==> src/rtl/trrs_pkg.sv <==
// -----------------------------------------------------------------------------
// trrs_pkg: shared types and codes for the round-robin thread scheduler.
// Holds the command and result beat structs and the state encodings.
// -----------------------------------------------------------------------------
package trrs_pkg;

  typedef struct packed {
    logic [2:0]  kind;
    logic [15:0] target_id;
  } cmd_t;

  typedef struct packed {
    logic [2:0]  status;
    logic [15:0] new_id;
    logic [15:0] running_id;
    logic        switched;
    logic [31:0] switch_count;
  } res_t;

  // Command kinds.
  localparam logic [2:0] KindCreate   = 3'd0;
  localparam logic [2:0] KindUnpark   = 3'd1;
  localparam logic [2:0] KindPark     = 3'd2;
  localparam logic [2:0] KindExit     = 3'd3;
  localparam logic [2:0] KindYield    = 3'd4;
  localparam logic [2:0] KindSuspend  = 3'd5;
  localparam logic [2:0] KindContinue = 3'd6;
  localparam logic [2:0] KindWakeup   = 3'd7;

  // Result status codes.
  localparam logic [2:0] StOk       = 3'd0;
  localparam logic [2:0] StNotFound = 3'd1;
  localparam logic [2:0] StNotSleep = 3'd2;
  localparam logic [2:0] StNoRun    = 3'd3;
  localparam logic [2:0] StFull     = 3'd4;

  // Run states.
  localparam logic [1:0] RsZombie = 2'd0;
  localparam logic [1:0] RsRun    = 2'd1;
  localparam logic [1:0] RsSleep  = 2'd2;
  localparam logic [1:0] RsSusp   = 2'd3;

  // CPU marks.
  localparam logic [1:0] CpuNone   = 2'd0;
  localparam logic [1:0] CpuOn     = 2'd1;
  localparam logic [1:0] CpuExited = 2'd2;

  localparam logic [15:0] FirstId = 16'd2;

endpackage

==> src/rtl/trrs_ram.sv <==
// -----------------------------------------------------------------------------
// trrs_ram: generic single-port-write, single-port-read synchronous RAM.
// The read data is registered and appears in the cycle after the address.
// -----------------------------------------------------------------------------
module trrs_ram #(
  parameter int Width = 8,
  parameter int Depth = 16
) (
  input  logic                     clk_i,
  input  logic                     we_i,
  input  logic [$clog2(Depth)-1:0] waddr_i,
  input  logic [Width-1:0]         wdata_i,
  input  logic [$clog2(Depth)-1:0] raddr_i,
  output logic [Width-1:0]         rdata_o
);

  logic [Width-1:0] mem_q [Depth];

  // Write port and registered read port.
  always_ff @(posedge clk_i) begin
    if (we_i) begin
      mem_q[waddr_i] <= wdata_i;
    end
    rdata_o <= mem_q[raddr_i];
  end

endmodule

==> src/rtl/thread_round_robin_scheduler_unit.sv <==
// -----------------------------------------------------------------------------
// thread_round_robin_scheduler_unit: cooperative round-robin thread scheduler.
// Slot records and the run-order list live in two synchronous RAMs; a
// sequencer walks the list one entry per step to look up ids and pick the
// next runnable thread, then rotates the chosen slot to the tail.
//
//   channel   signals                 direction  meaning
//   command   start_i, busy_o, cmd_i  in         one command beat
//   result    done_o, res_o           out        one result beat per command
//
// A create is a short command; the longest are a park or an exit over a full
// list: the list walk reads each entry's order word, then its slot, then
// compares it, and a list removal shifts entries one at a time through the
// order RAM, reading each entry and then writing it one place down.
// After reset a clearing pass writes every entry of the slot RAM;
// busy_o is high during it. A result beat is shown on done_o for one cycle
// and cannot be stalled; busy_o stays high until it has been shown.
// -----------------------------------------------------------------------------
module thread_round_robin_scheduler_unit #(
  parameter int MaxThreads = 16
) (
  input  logic           clk_i,
  input  logic           rst_ni,
  input  logic           start_i,
  input  trrs_pkg::cmd_t cmd_i,
  output logic           busy_o,
  output logic           done_o,
  output trrs_pkg::res_t res_o
);
  import trrs_pkg::*;

  localparam int Aw = (MaxThreads > 1) ? $clog2(MaxThreads) : 1;
  localparam int Lw = $clog2(MaxThreads + 1);
  localparam int RecW = 16 + 2 + 2 + 32;
  localparam logic [Lw-1:0] LenMax = Lw'(MaxThreads);

  typedef struct packed {
    logic [15:0] id;
    logic [1:0]  rs;
    logic [1:0]  cpu;
    logic [31:0] sw;
  } rec_t;

  // Sequencer states.
  localparam logic [4:0] SClr     = 5'd0;
  localparam logic [4:0] SIdle    = 5'd1;
  localparam logic [4:0] SFindRd  = 5'd2;  // read order entry i
  localparam logic [4:0] SFindSl  = 5'd3;  // order data -> read slot
  localparam logic [4:0] SFindChk = 5'd4;  // slot data -> compare
  localparam logic [4:0] SModRd   = 5'd5;  // read found slot for modify
  localparam logic [4:0] SModWr   = 5'd6;
  localparam logic [4:0] SCurRd   = 5'd7;  // read current slot
  localparam logic [4:0] SCurWr   = 5'd8;
  localparam logic [4:0] SRemRd   = 5'd9;  // shift list: read i+1
  localparam logic [4:0] SRemWr   = 5'd10; // write to i
  localparam logic [4:0] SFreeRd  = 5'd11; // free slot scan
  localparam logic [4:0] SFreeChk = 5'd12;
  localparam logic [4:0] SCreate  = 5'd13;
  localparam logic [4:0] SRunWait = 5'd14; // prev slot read for mark
  localparam logic [4:0] SPrevWr  = 5'd15;
  localparam logic [4:0] SNewRd   = 5'd16;
  localparam logic [4:0] SNewWr   = 5'd17;
  localparam logic [4:0] SOutRd   = 5'd18;
  localparam logic [4:0] SOut     = 5'd19;
  localparam logic [4:0] SDone    = 5'd20;

  // Walk purposes.
  localparam logic [1:0] PLookup = 2'd0;
  localparam logic [1:0] PSched  = 2'd1;
  localparam logic [1:0] PPos    = 2'd2;

  logic [4:0] st_q, st_d;
  logic [1:0] pur_q, pur_d;
  logic [2:0] kind_q, kind_d;
  logic [15:0] tgt_q, tgt_d;
  logic [Lw-1:0] idx_q, idx_d;
  logic [Lw-1:0] len_q, len_d;
  logic [Aw-1:0] cur_q, cur_d;
  logic [15:0] nid_q, nid_d;
  logic [Aw-1:0] hit_q, hit_d;   // slot found by the walk
  logic [2:0] status_q, status_d;
  logic [15:0] newid_q, newid_d;
  logic sw_q, sw_d;
  logic after_q, after_d; // removal: 0 exit path, 1 reschedule rotate
  logic [Aw:0] clr_q, clr_d;
  logic [MaxThreads-1:0] inlist_q, inlist_d;
  res_t res_q, res_d;
  logic done_q, done_d;

  // RAM ports.
  logic          s_we, o_we;
  logic [Aw-1:0] s_wa, s_ra, o_wa, o_ra;
  rec_t          s_wd, s_rd;
  logic [Aw-1:0] o_wd, o_rd;
  logic [RecW-1:0] s_rd_raw;

  trrs_ram #(.Width(RecW), .Depth(MaxThreads)) u_slot_ram (
    .clk_i(clk_i), .we_i(s_we), .waddr_i(s_wa), .wdata_i(s_wd),
    .raddr_i(s_ra), .rdata_o(s_rd_raw)
  );
  assign s_rd = rec_t'(s_rd_raw);

  trrs_ram #(.Width(Aw), .Depth(MaxThreads)) u_order_ram (
    .clk_i(clk_i), .we_i(o_we), .waddr_i(o_wa), .wdata_i(o_wd),
    .raddr_i(o_ra), .rdata_o(o_rd)
  );

  assign busy_o = (st_q != SIdle);
  assign done_o = done_q;
  assign res_o  = res_q;

  // Free-slot search over the in-list bitmap (lowest free, not current).
  logic          free_ok;
  logic [Aw-1:0] free_ix;
  always_comb begin
    free_ok = 1'b0;
    free_ix = '0;
    for (int f = MaxThreads - 1; f >= 0; f--) begin
      if (!inlist_q[f] && (Aw'(f) != cur_q)) begin
        free_ok = 1'b1;
        free_ix = Aw'(f);
      end
    end
  end

  // Main sequencer.
  always_comb begin
    st_d = st_q; pur_d = pur_q; kind_d = kind_q; tgt_d = tgt_q;
    idx_d = idx_q; len_d = len_q; cur_d = cur_q; nid_d = nid_q;
    hit_d = hit_q;
    status_d = status_q; newid_d = newid_q; sw_d = sw_q; after_d = after_q;
    clr_d = clr_q; inlist_d = inlist_q; res_d = res_q; done_d = 1'b0;
    s_we = 1'b0; s_wa = '0; s_wd = '0; s_ra = '0;
    o_we = 1'b0; o_wa = '0; o_wd = '0; o_ra = '0;
    case (st_q)
      SClr: begin
        s_we = 1'b1;
        s_wa = clr_q[Aw-1:0];
        s_wd = (clr_q == '0) ? rec_t'{16'd1, RsRun, CpuOn, 32'd0}
                             : rec_t'{16'd0, RsZombie, CpuNone, 32'd0};
        o_we = (clr_q == '0);
        o_wa = '0;
        o_wd = '0;
        clr_d = clr_q + 1'b1;
        if (clr_q == (Aw+1)'(MaxThreads - 1)) st_d = SIdle;
      end
      SIdle: begin
        if (start_i) begin
          kind_d = cmd_i.kind; tgt_d = cmd_i.target_id;
          status_d = StOk; newid_d = '0; sw_d = 1'b0;
          idx_d = '0;
          case (cmd_i.kind)
            KindCreate: st_d = SCreate;
            KindYield: begin pur_d = PSched; st_d = SFindRd; end
            KindExit: begin pur_d = PPos; st_d = SCurRd; end
            KindPark: begin
              if (cmd_i.target_id != '0) begin
                pur_d = PLookup; st_d = SFindRd;
              end else begin
                st_d = SCurRd;
              end
            end
            default: begin pur_d = PLookup; st_d = SFindRd; end
          endcase
        end
      end
      // List walk: one entry per step.
      SFindRd: begin
        if (idx_q >= len_q) begin
          // End of list.
          if (pur_q == PLookup) begin
            if (kind_q == KindPark) st_d = SCurRd;
            else begin status_d = StNotFound; st_d = SOutRd; end
          end else if (pur_q == PSched) begin
            status_d = StNoRun; st_d = SOutRd;
          end else begin
            st_d = SOutRd; pur_d = PSched; idx_d = '0; st_d = SFindRd;
          end
        end else begin
          o_ra = idx_q[Aw-1:0];
          st_d = SFindSl;
        end
      end
      SFindSl: begin
        s_ra = o_rd;
        hit_d = o_rd;
        st_d = SFindChk;
      end
      SFindChk: begin
        logic m;
        m = 1'b0;
        case (pur_q)
          PLookup: m = (s_rd.id == tgt_q);
          PSched:  m = (s_rd.rs == RsRun);
          default: m = (hit_q == cur_q);
        endcase
        if (m) begin
          if (pur_q == PLookup) begin
            s_ra = hit_q; st_d = SModRd;
          end else if (pur_q == PSched) begin
            after_d = 1'b1; idx_d = idx_q; st_d = SRemRd;
          end else begin
            after_d = 1'b0; idx_d = idx_q; st_d = SRemRd;
            inlist_d[hit_q] = 1'b0;
          end
        end else begin
          idx_d = idx_q + 1'b1; st_d = SFindRd;
        end
      end
      // Modify the found slot's run state.
      SModRd: begin
        s_ra = hit_q; st_d = SModWr;
      end
      SModWr: begin
        s_we = 1'b1; s_wa = hit_q; s_wd = s_rd;
        case (kind_q)
          KindSuspend: s_wd.rs = RsSusp;
          KindWakeup: begin
            if (s_rd.rs == RsSleep) s_wd.rs = RsRun;
            else begin s_we = 1'b0; status_d = StNotSleep; end
          end
          default: s_wd.rs = RsRun;
        endcase
        st_d = (kind_q == KindPark) ? SCurRd : SOutRd;
      end
      // Current slot update for park and exit.
      SCurRd: begin
        s_ra = cur_q; st_d = SCurWr;
      end
      SCurWr: begin
        s_we = 1'b1; s_wa = cur_q; s_wd = s_rd;
        if (kind_q == KindPark) begin
          s_wd.rs = RsSleep;
          pur_d = PSched; idx_d = '0; st_d = SFindRd;
        end else begin
          s_wd.rs = RsZombie; s_wd.cpu = CpuExited;
          pur_d = PPos; idx_d = '0; st_d = SFindRd;
        end
      end
      // Shift list entries after idx down by one.
      SRemRd: begin
        if (idx_q + 1'b1 >= len_q) begin
          len_d = len_q - 1'b1;
          if (after_q) begin
            o_we = 1'b1; o_wa = Aw'(len_q - 1'b1); o_wd = hit_q;
            len_d = len_q;
            s_ra = cur_q; st_d = SRunWait;
          end else begin
            pur_d = PSched; idx_d = '0; st_d = SFindRd;
          end
        end else begin
          o_ra = Aw'(idx_q + 1'b1); st_d = SRemWr;
        end
      end
      SRemWr: begin
        o_we = 1'b1; o_wa = idx_q[Aw-1:0]; o_wd = o_rd;
        idx_d = idx_q + 1'b1; st_d = SRemRd;
      end
      // Previous slot: clear its mark unless zombie.
      SRunWait: begin
        s_ra = cur_q; st_d = SPrevWr;
      end
      SPrevWr: begin
        if (s_rd.rs != RsZombie) begin
          s_we = 1'b1; s_wa = cur_q; s_wd = s_rd; s_wd.cpu = CpuNone;
        end
        st_d = SNewRd;
      end
      SNewRd: begin
        s_ra = hit_q; st_d = SNewWr;
      end
      SNewWr: begin
        s_we = 1'b1; s_wa = hit_q; s_wd = s_rd;
        s_wd.cpu = CpuOn; s_wd.sw = s_rd.sw + 32'd1;
        cur_d = hit_q; sw_d = 1'b1; st_d = SOutRd;
      end
      SCreate: begin
        if (!free_ok || len_q >= LenMax) begin
          status_d = StFull; st_d = SOutRd;
        end else begin
          newid_d = nid_q;
          nid_d = (nid_q == 16'hFFFF) ? FirstId : nid_q + 16'd1;
          s_we = 1'b1; s_wa = free_ix;
          s_wd = rec_t'{nid_q, RsRun, CpuNone, 32'd0};
          o_we = 1'b1; o_wa = len_q[Aw-1:0]; o_wd = free_ix;
          len_d = len_q + 1'b1; inlist_d[free_ix] = 1'b1;
          st_d = SOutRd;
        end
      end
      SOutRd: begin
        s_ra = cur_q; st_d = SOut;
      end
      SOut: begin
        res_d.status = status_q; res_d.new_id = newid_q;
        res_d.running_id = s_rd.id; res_d.switched = sw_q;
        res_d.switch_count = s_rd.sw;
        done_d = 1'b1; st_d = SDone;
      end
      SDone: begin
        st_d = SIdle;
      end
      default: st_d = SIdle;
    endcase
  end

  // State registers.
  always_ff @(posedge clk_i or negedge rst_ni) begin
    if (!rst_ni) begin
      st_q <= SClr; pur_q <= PLookup; kind_q <= '0; tgt_q <= '0;
      idx_q <= '0; len_q <= Lw'(1); cur_q <= '0; nid_q <= FirstId;
      hit_q <= '0;
      status_q <= '0; newid_q <= '0; sw_q <= 1'b0; after_q <= 1'b0;
      clr_q <= '0; inlist_q <= MaxThreads'(1); done_q <= 1'b0;
    end else begin
      st_q <= st_d; pur_q <= pur_d; kind_q <= kind_d; tgt_q <= tgt_d;
      idx_q <= idx_d; len_q <= len_d; cur_q <= cur_d; nid_q <= nid_d;
      hit_q <= hit_d;
      status_q <= status_d; newid_q <= newid_d;
      sw_q <= sw_d; after_q <= after_d; clr_q <= clr_d;
      inlist_q <= inlist_d; done_q <= done_d;
    end
  end

  // Result payload.
  always_ff @(posedge clk_i) begin
    res_q <= res_d;
  end

endmodule
==> config.mk <==
export PLATFORM = sky130hd
export DESIGN_NAME = thread_round_robin_scheduler_unit
export DESIGN_NICKNAME = d
export VERILOG_FILES = /design/src/rtl/trrs_pkg.sv /design/src/rtl/trrs_ram.sv /design/src/rtl/thread_round_robin_scheduler_unit.sv
export SDC_FILE = /design/constraint.sdc
export NUM_CORES = 2
export LEC_CHECK = 0
export BUFFER_PORTS_ARGS = -buffer_cell sky130_fd_sc_hd__buf_2
export CAP_MARGIN = 15
export CELL_PAD_IN_SITES_DETAIL_PLACEMENT = 1
export CELL_PAD_IN_SITES_GLOBAL_PLACEMENT = 2
export CORE_ASPECT_RATIO = 0.9
export CORE_MARGIN = 1.5
export CORE_UTILIZATION = 40
export CTS_BUF_LIST = sky130_fd_sc_hd__clkbuf_16
export DETAILED_ROUTE_END_ITERATION = 8
export MAX_ROUTING_LAYER = met4
export PLACE_DENSITY_LB_ADDON = 0.1
export SLEW_MARGIN = 30
export SYNTH_ARGS = -nofsm -noshare
export SYNTH_HDL_FRONTEND = slang
export SYNTH_SLANG_ARGS = --single-unit
==> constraint.sdc <==
create_clock -name clk_i -period 8.2 [get_ports clk_i]
set_input_delay 0.41 -clock clk_i [delete_from_list [all_inputs] [get_ports clk_i]]
set_output_delay 0.41 -clock clk_i [all_outputs]
set_load 0.005 [all_outputs]
* After elaboration in Yosys (flattened, before gate mapping)
Memories as Yosys holds them, arrays and structs flattened. A register that Yosys moved wholly into a read port is not among the register bits.
Index checks and enable logic that the tools add are counted.
** Storage, ports and cells
- Bits in registers :: 171
- Bits in latches :: 0
- Bits in writable memories :: 896
- ROM bits :: 0
- Logic and storage cells :: 305
- Memories kept :: 2
** Memory list
- u_slot_ram.mem_q :: depth 16, bits a word 52, read ports 1, clocked after memory_dff 1, wr ports 1, RTL line trrs_ram.sv:17 : logic [Width-1:0] mem_q [Depth];
- u_order_ram.mem_q :: depth 16, bits a word 4, read ports 1, clocked after memory_dff 1, wr ports 1, RTL line trrs_ram.sv:17
** Operators by class
- Add/subtract/negate cells :: 6
- $mul :: 0
- Div/mod/pow operators :: 0
- Magnitude comparators :: 7
- Eq/ne operators :: 65
- Shifts and indexed selects :: 0
- Mux-type cells :: 133
- Bitwise logic cells :: 5
- Reductions and logical operators :: 66
** Operators with widths (count)
- $pmux W52 S6 :: 1
- $mux W4 :: 31
- $mux W16 :: 7
- $mux W52 :: 2
- $mux W5 :: 18
- $pmux W5 S17 :: 1
- $pmux W16 S2 :: 2
- $pmux W4 S5 :: 2
- $mux W37 :: 1
- $pmux W4 S3 :: 3
- $eq A5 B4 Y1 const B :: 7
- $add A32 B1 Y32 const B :: 1
- $mux W1 :: 32
- $ne A2 B2 Y1 const B :: 16
- $ne A4 B4 Y1 const A :: 8
- $pmux W5 S6 :: 1
- $mux W3 :: 9
- $mux W2 :: 11
- $eq A5 B3 Y1 const B :: 4
- $eq A5 B5 Y1 const B :: 4
- $logic_and A1 B1 Y1 :: 18
- $logic_not A1 Y1 :: 17
- $add A16 B1 Y16 const B :: 1
- $and A16 B16 Y16 :: 1
- 47 further kinds :: 84

* Logic depth before layout (Yosys ltp)
- Word-level depth :: 25
- Depth in mapped cells :: 16
- Gate-level depth less buffers :: 12

* Cells and area by module
From an unflattened synthesis, not the netlist that was laid out.
** Second synthesis, totals
- Cells, all modules :: 2463
- Area total of the unflattened synthesis :: 44570.2 µm²
** By module, submodules not included
- trrs_ram (u_slot_ram) :: times used 1, cells each 1344, area each 32217.1 µm², sequential area each 26025.0 µm²
- thread_round_robin_scheduler_unit :: times used 1, cells each 989, area each 9686.8 µm², sequential area each 4623.2 µm²
- trrs_ram (u_order_ram) :: times used 1, cells each 130, area each 2666.3 µm², sequential area each 2001.9 µm²

* Worst setup path after synthesis
OpenSTA, ideal clock, no wires.
- Path type :: reg2reg
- Start point :: register cur_q[0]
- End point :: memory u_slot_ram.mem_q[2][0] (netlist name) (enable)
- Library setup time :: 519 ps
- Arrival :: 5788 ps
- Setup slack :: 1893 ps
- Stages on the path, launching flop included :: 9
- Path buffers :: 2
- Clock period less this slack :: 6307 ps
- Cell sequence :: dfrtp_1 -> buf_6 -> mux2i_1 -> o31ai_2 -> nand4_2 -> o41a_1 -> buf_6 -> a221o_1 -> nor3_1
** On the way
- Longest elaborated chain between the ends :: 24
** RTL lines
- start: declaration :: RTL line thread_round_robin_scheduler_unit.sv:78 : logic [Aw-1:0] cur_q, cur_d;
- start signal: assignment :: RTL line thread_round_robin_scheduler_unit.sv:316 : idx_q <= idx_d; len_q <= len_d; cur_q <= cur_d; nid_q <= nid_d;
- $ne A4 B4 Y1 :: RTL line thread_round_robin_scheduler_unit.sv:119 : if (!inlist_q[f] && (Aw'(f) != cur_q)) begin
- $logic_and A1 B1 Y1 :: RTL line thread_round_robin_scheduler_unit.sv:119
- $mux W1 (16 in a row) :: RTL line thread_round_robin_scheduler_unit.sv:119
- $logic_not A1 Y1 :: RTL line thread_round_robin_scheduler_unit.sv:278 : if (!free_ok || len_q >= LenMax) begin
- $logic_or A1 B1 Y1 :: RTL line thread_round_robin_scheduler_unit.sv:278
- $mux W1 :: RTL line thread_round_robin_scheduler_unit.sv:278
- $pmux W1 S4 :: RTL line thread_round_robin_scheduler_unit.sv:135 : case (st_q)
- $mux W1 :: RTL line trrs_ram.sv:21 : if (we_i) begin
- $mux W1 (not written as such) :: RTL line trrs_ram.sv:22 : mem_q[waddr_i] <= wdata_i;
- end: declaration :: RTL line trrs_ram.sv:17
Parallel ways exist; a longest one is shown, timed or not.

* Final worst setup path
- Start point :: register idx_q[0]
- End point :: register u_slot_ram.rdata_o[3] (read register of u_slot_ram.mem_q)
** On the way
- Longest elaborated chain between the ends :: 4
** RTL lines
- start: declaration :: RTL line thread_round_robin_scheduler_unit.sv:76 : logic [Lw-1:0] idx_q, idx_d;
- start signal: assignment :: RTL line thread_round_robin_scheduler_unit.sv:316
- $add A5 B1 Y5 :: RTL line thread_round_robin_scheduler_unit.sv:242 : if (idx_q + 1'b1 >= len_q) begin
- $ge A5 B5 Y1 :: RTL line thread_round_robin_scheduler_unit.sv:242
- $mux W4 :: RTL line thread_round_robin_scheduler_unit.sv:242
- $pmux W4 S5 :: RTL line thread_round_robin_scheduler_unit.sv:135
- end: declaration :: RTL line trrs_ram.sv:14 : output logic [Width-1:0] rdata_o
No other way between the ends.
A chain may end at the register's enable or synchronous reset.

==> PnR_summary.wiki <==
{| class="wikitable"
! Metric !! Value
|-
| Final Slew Violations || 0
|-
| Count of final hold-check violations || 0
|-
| Slew @ Worst Pin || 1.04 ns
|-
| Hold Path Depth || 2
|-
| CTS H-Tree Depth || 3
|-
| Clock Tree Buf Depth || 3
|-
| Number of synthesized flops with an enable pin || 932
|-
| Cell Pwr Density || ~350 nW/um^2
|-
| Final net count || 3,301
|-
| Run status || finished with violations
|-
| Fraction of registers with async set/reset || under 10%
|-
| Global-route congestion overflow total || 0
|-
| Placeable core region || 111,000 sq um
|-
| Peak Freq || about 0.19 GHz
|-
| Port buffer count || roughly 90
|-
| Number of warnings printed during yosys synthesis || 0
|-
| Netlist area before placement || roughly 45,000 sq um
|-
| Clk Tree Root Cell || clkbuf_16
|-
| HPWL after detailed placement || 74,400 microns
|-
| Flop and latch count out of synthesis || 1,089
|-
| Total number of vias || 29.0k
|-
| Post-CTS repair timing setup buffer count || 0
|-
| Drt initial violations || 2,360
|-
| Largest net degree at the start of global routing || 175
|-
| Horizontal die dimension || 356 microns
|-
| TritonCTS clock tree || done
|-
| Vias in the first global route || 29.7k
|-
| Max-Cap Viols || 0
|-
| Growth of design area from synthesis to finish || 13.6%
|-
| Number of cells produced by synthesis || 3,162
|-
| Clk sink count || 1,089
|-
| Standard-cell rows || 116
|-
| Part of the Yosys area used for sequential elements || 70.4%
|-
| Data arrival time of the critical path || 5.97 ns
|-
| Source-to-sink clock delay at the later pin of the worst-skew pair || 0.71 ns
|-
| Worst-path clk slew || roughly 0.06 ns
|-
| Total Negative Setup Slacks || 0 ns
|-
| DRT Wirelength || 136,000 microns
|-
| Peak ir drop on the vdd network || 0.000267 V
|-
| Most frequently used flop master after synthesis || edfxtp_1
|-
| Startpoint kind of the worst setup timing path || flip-flop
|-
| Share of the core filled with cells in the final layout || 45.9%
|-
| Routed WL per cell || 28.2 microns
|-
| Number of standard cells in the final layout excluding fillers || 4,836
|-
| Number of remaining DRC errors || 2
|-
| Post-placement cell count || 4,601
|-
| Antenna viol nets, final || 0
|-
| Inserted Clock Buffers || 114
|-
| Unrepaired setup endpoints after global routing || no
|-
| Maximum fanout along the worst path || between 40 and 50
|-
| Fill cell instance count of the final layout || 11.0k
|-
| Max-slew headroom at the worst pin || 31.0%
|-
| Req. time, crit path || 8.77 ns
|-
| Final Skew || approximately 0.020 ns
|-
| Type of the worst setup path || reg2reg
|-
| CP Capture Type || flip-flop
|-
| Resize count post-CTS || 0
|-
| Global-route wire length before repair || 203,000 microns
|-
| Antenna fix cells || 0
|-
| Fraction of layout instances using a drive strength above 1 || 13.1%
|-
| Period utilization || 65.9%
|-
| Worst min-delay path class || in2reg
|-
| Effective utilization at floorplan || roughly two fifths
|-
| Post-layout min period || 5.40 ns
|-
| Post-CTS Hold Fix Bufs || 18
|-
| Finish-stage setup viols || 0
|-
| Die area || 114,000 sq um
|-
| Initial antenna violation count || 1
|-
| Avg Vias per Cell || 5.99
|-
| Failing checks || design-rule violations
|-
| Detailed-routing iteration count for the pre-antenna-repair pass || 7
|-
| Synth Area per Inst || roughly 14 sq um
|-
| Hold_ws || around 0.052 ns
|-
| GRT Resource Usage Total || 24.6%
|-
| Sum of internal, switching and leakage power || 18.0 mW
|-
| Number of ports placed on the die boundary || 92
|-
| RePlAce Congestion || slightly above 0.8
|-
| Number of cell instances on the worst register-to-register path || 13
|-
| Number of nets in the synthesized netlist || 3,202
|-
| Distinct cell type count of the synthesized netlist || 92
|-
| Static leakage || between 15 and 20 nW
|-
| Die Y || 321 microns
|}
## cell type report
| class | instances | area, sq um | share of cell area, % |
|---|---|---|---|
| inverters | 27 | 101 | 0.198 |
| clock inverters | 100 | 642 | 1.26 |
| clock buffers | 116 | 2900 | 5.69 |
| multi-input cells | 1823 | 12400 | 24.3 |
| repair buffers | 206 | 1490 | 2.92 |
| flip-flops and latches | 1089 | 31600 | 62.0 |
| well taps | 1475 | 1850 | 3.61 |
## cells in the final DEF, fill, tap and decap left out, types with 56 or more instances in the layout
cell type / netlist / routed
buf_2: 59 / 90
o31a_1: 101 / 101
mux2i_1: 167 / 167
dfrtp_1: 100 / 100
edfxtp_1: 932 / 932
clkbuf_16: 0 / 116
inv_1: 26 / 56
nor2_1: 92 / 92
a211oi_1: 150 / 150
nand2_1: 379 / 377
o21ai_0: 116 / 116
buf_4: 20 / 86
a21oi_1: 140 / 139
a221oi_1: 99 / 99
## registers in the layout (all words and copies together), names as in the netlist, 2 cells and up
signal / flops
u_slot_ram.mem_q: 800
st_q: 5
cur_q: 4
hit_q: 4
idx_q: 5
u_order_ram.rdata_o: 4
status_q: 3
tgt_q: 16
inlist_q: 16
len_q: 5
nid_q: 16
u_slot_ram.rdata_o: 50
pur_q: 2
res_o: 68
newid_q: 16
u_order_ram.mem_q: 64
clr_q: 5
kind_q: 3
## cells by family (layout without fill, tap and decap cells)
group	after synthesis	after routing	share of synthesized area, %
DFF	1089	1089	70.4
AOI/OAI and AO/OA	835	835	13.6
and+or+nand+nor	730	730	7.67
buffers and inverters	250	449	2.49
muxes	197	197	4.47
xor gates and xnor gates	43	43	0.838
adders and majority gates	18	18	0.501
## worst max-delay path, cell delays in order (launching register included)
cell and delay (ns):
dfrtp_1 0.51, ha_1 0.35, nor2b_1 0.17, or2_2 0.31, ha_1 0.28, o21a_1 0.12
o311ai_2 0.15, a21oi_2 0.64, o21ai_1 0.35, nand3_4 0.71, buf_4 0.68, mux2i_1 0.28
a221oi_1 0.12, or4_1 0.55
## metal layers
metal,vias to the layer above,global-route usage (%),share of wire (%)
met5,-,-,0
met4,0,6.13,2.3
met3,225,3.04,4.4
met2,724,38.6,48
met1,15290,34.0,46
li1,12715,-,-
## worst paths after layout
kind | startpoint | end | slack (ns)
max | idx_q[0] | u_slot_ram.rdata_o[3] | 2.80
min | cmd_i[18] | kind_q[2] | 0.05
max reg2reg | idx_q[0] | u_slot_ram.rdata_o[3] | 2.80
min reg2reg | sw_q | res_o[32] | 0.45
max in group asynchronous | rst_ni | inlist_q[11] | 6.90
min in group asynchronous | rst_ni | tgt_q[8] | 0.21
## through the flow
| stage | instance area [sq um] | setup slack [ns] |
|---|---|---|
| after floorplan | 45000 | 1.89 |
| after global placement | 47200 | 2.95 |
| after detailed placement | 47300 | 2.86 |
| after CTS | 51000 | 2.83 |
| after global routing | 51100 | 2.46 |
| final | 51100 | 2.80 |
## Yosys cell counts, types with 40 or more instances
master / number / area share, %
o21ai_0: 116 / 1.3
o31a_1: 101 / 2.0
dfxtp_1: 54 / 2.4
mux2i_1: 167 / 3.7
edfxtp_1: 932 / 62
nand3_1: 40 / 0.45
or4_1: 49 / 0.82
a21oi_1: 140 / 1.6
a211oi_1: 150 / 2.5
a221oi_1: 99 / 1.9
nor2_1: 92 / 0.77
dfrtp_1: 100 / 5.6
clkbuf_1: 128 / 1.1
nand2_1: 379 / 3.2
buf_2: 59 / 0.66
a311oi_1: 52 / 1.0
## power by group
| group | switching, mW | internal (mW) |
|---|---|---|
| registers | 0.646 | 7.24 |
| clock network | 2.18 | 2.74 |
| logic | 3.59 | 1.64 |
| total | 6.41 | 11.6 |
Power figures use the tool's default switching activity.
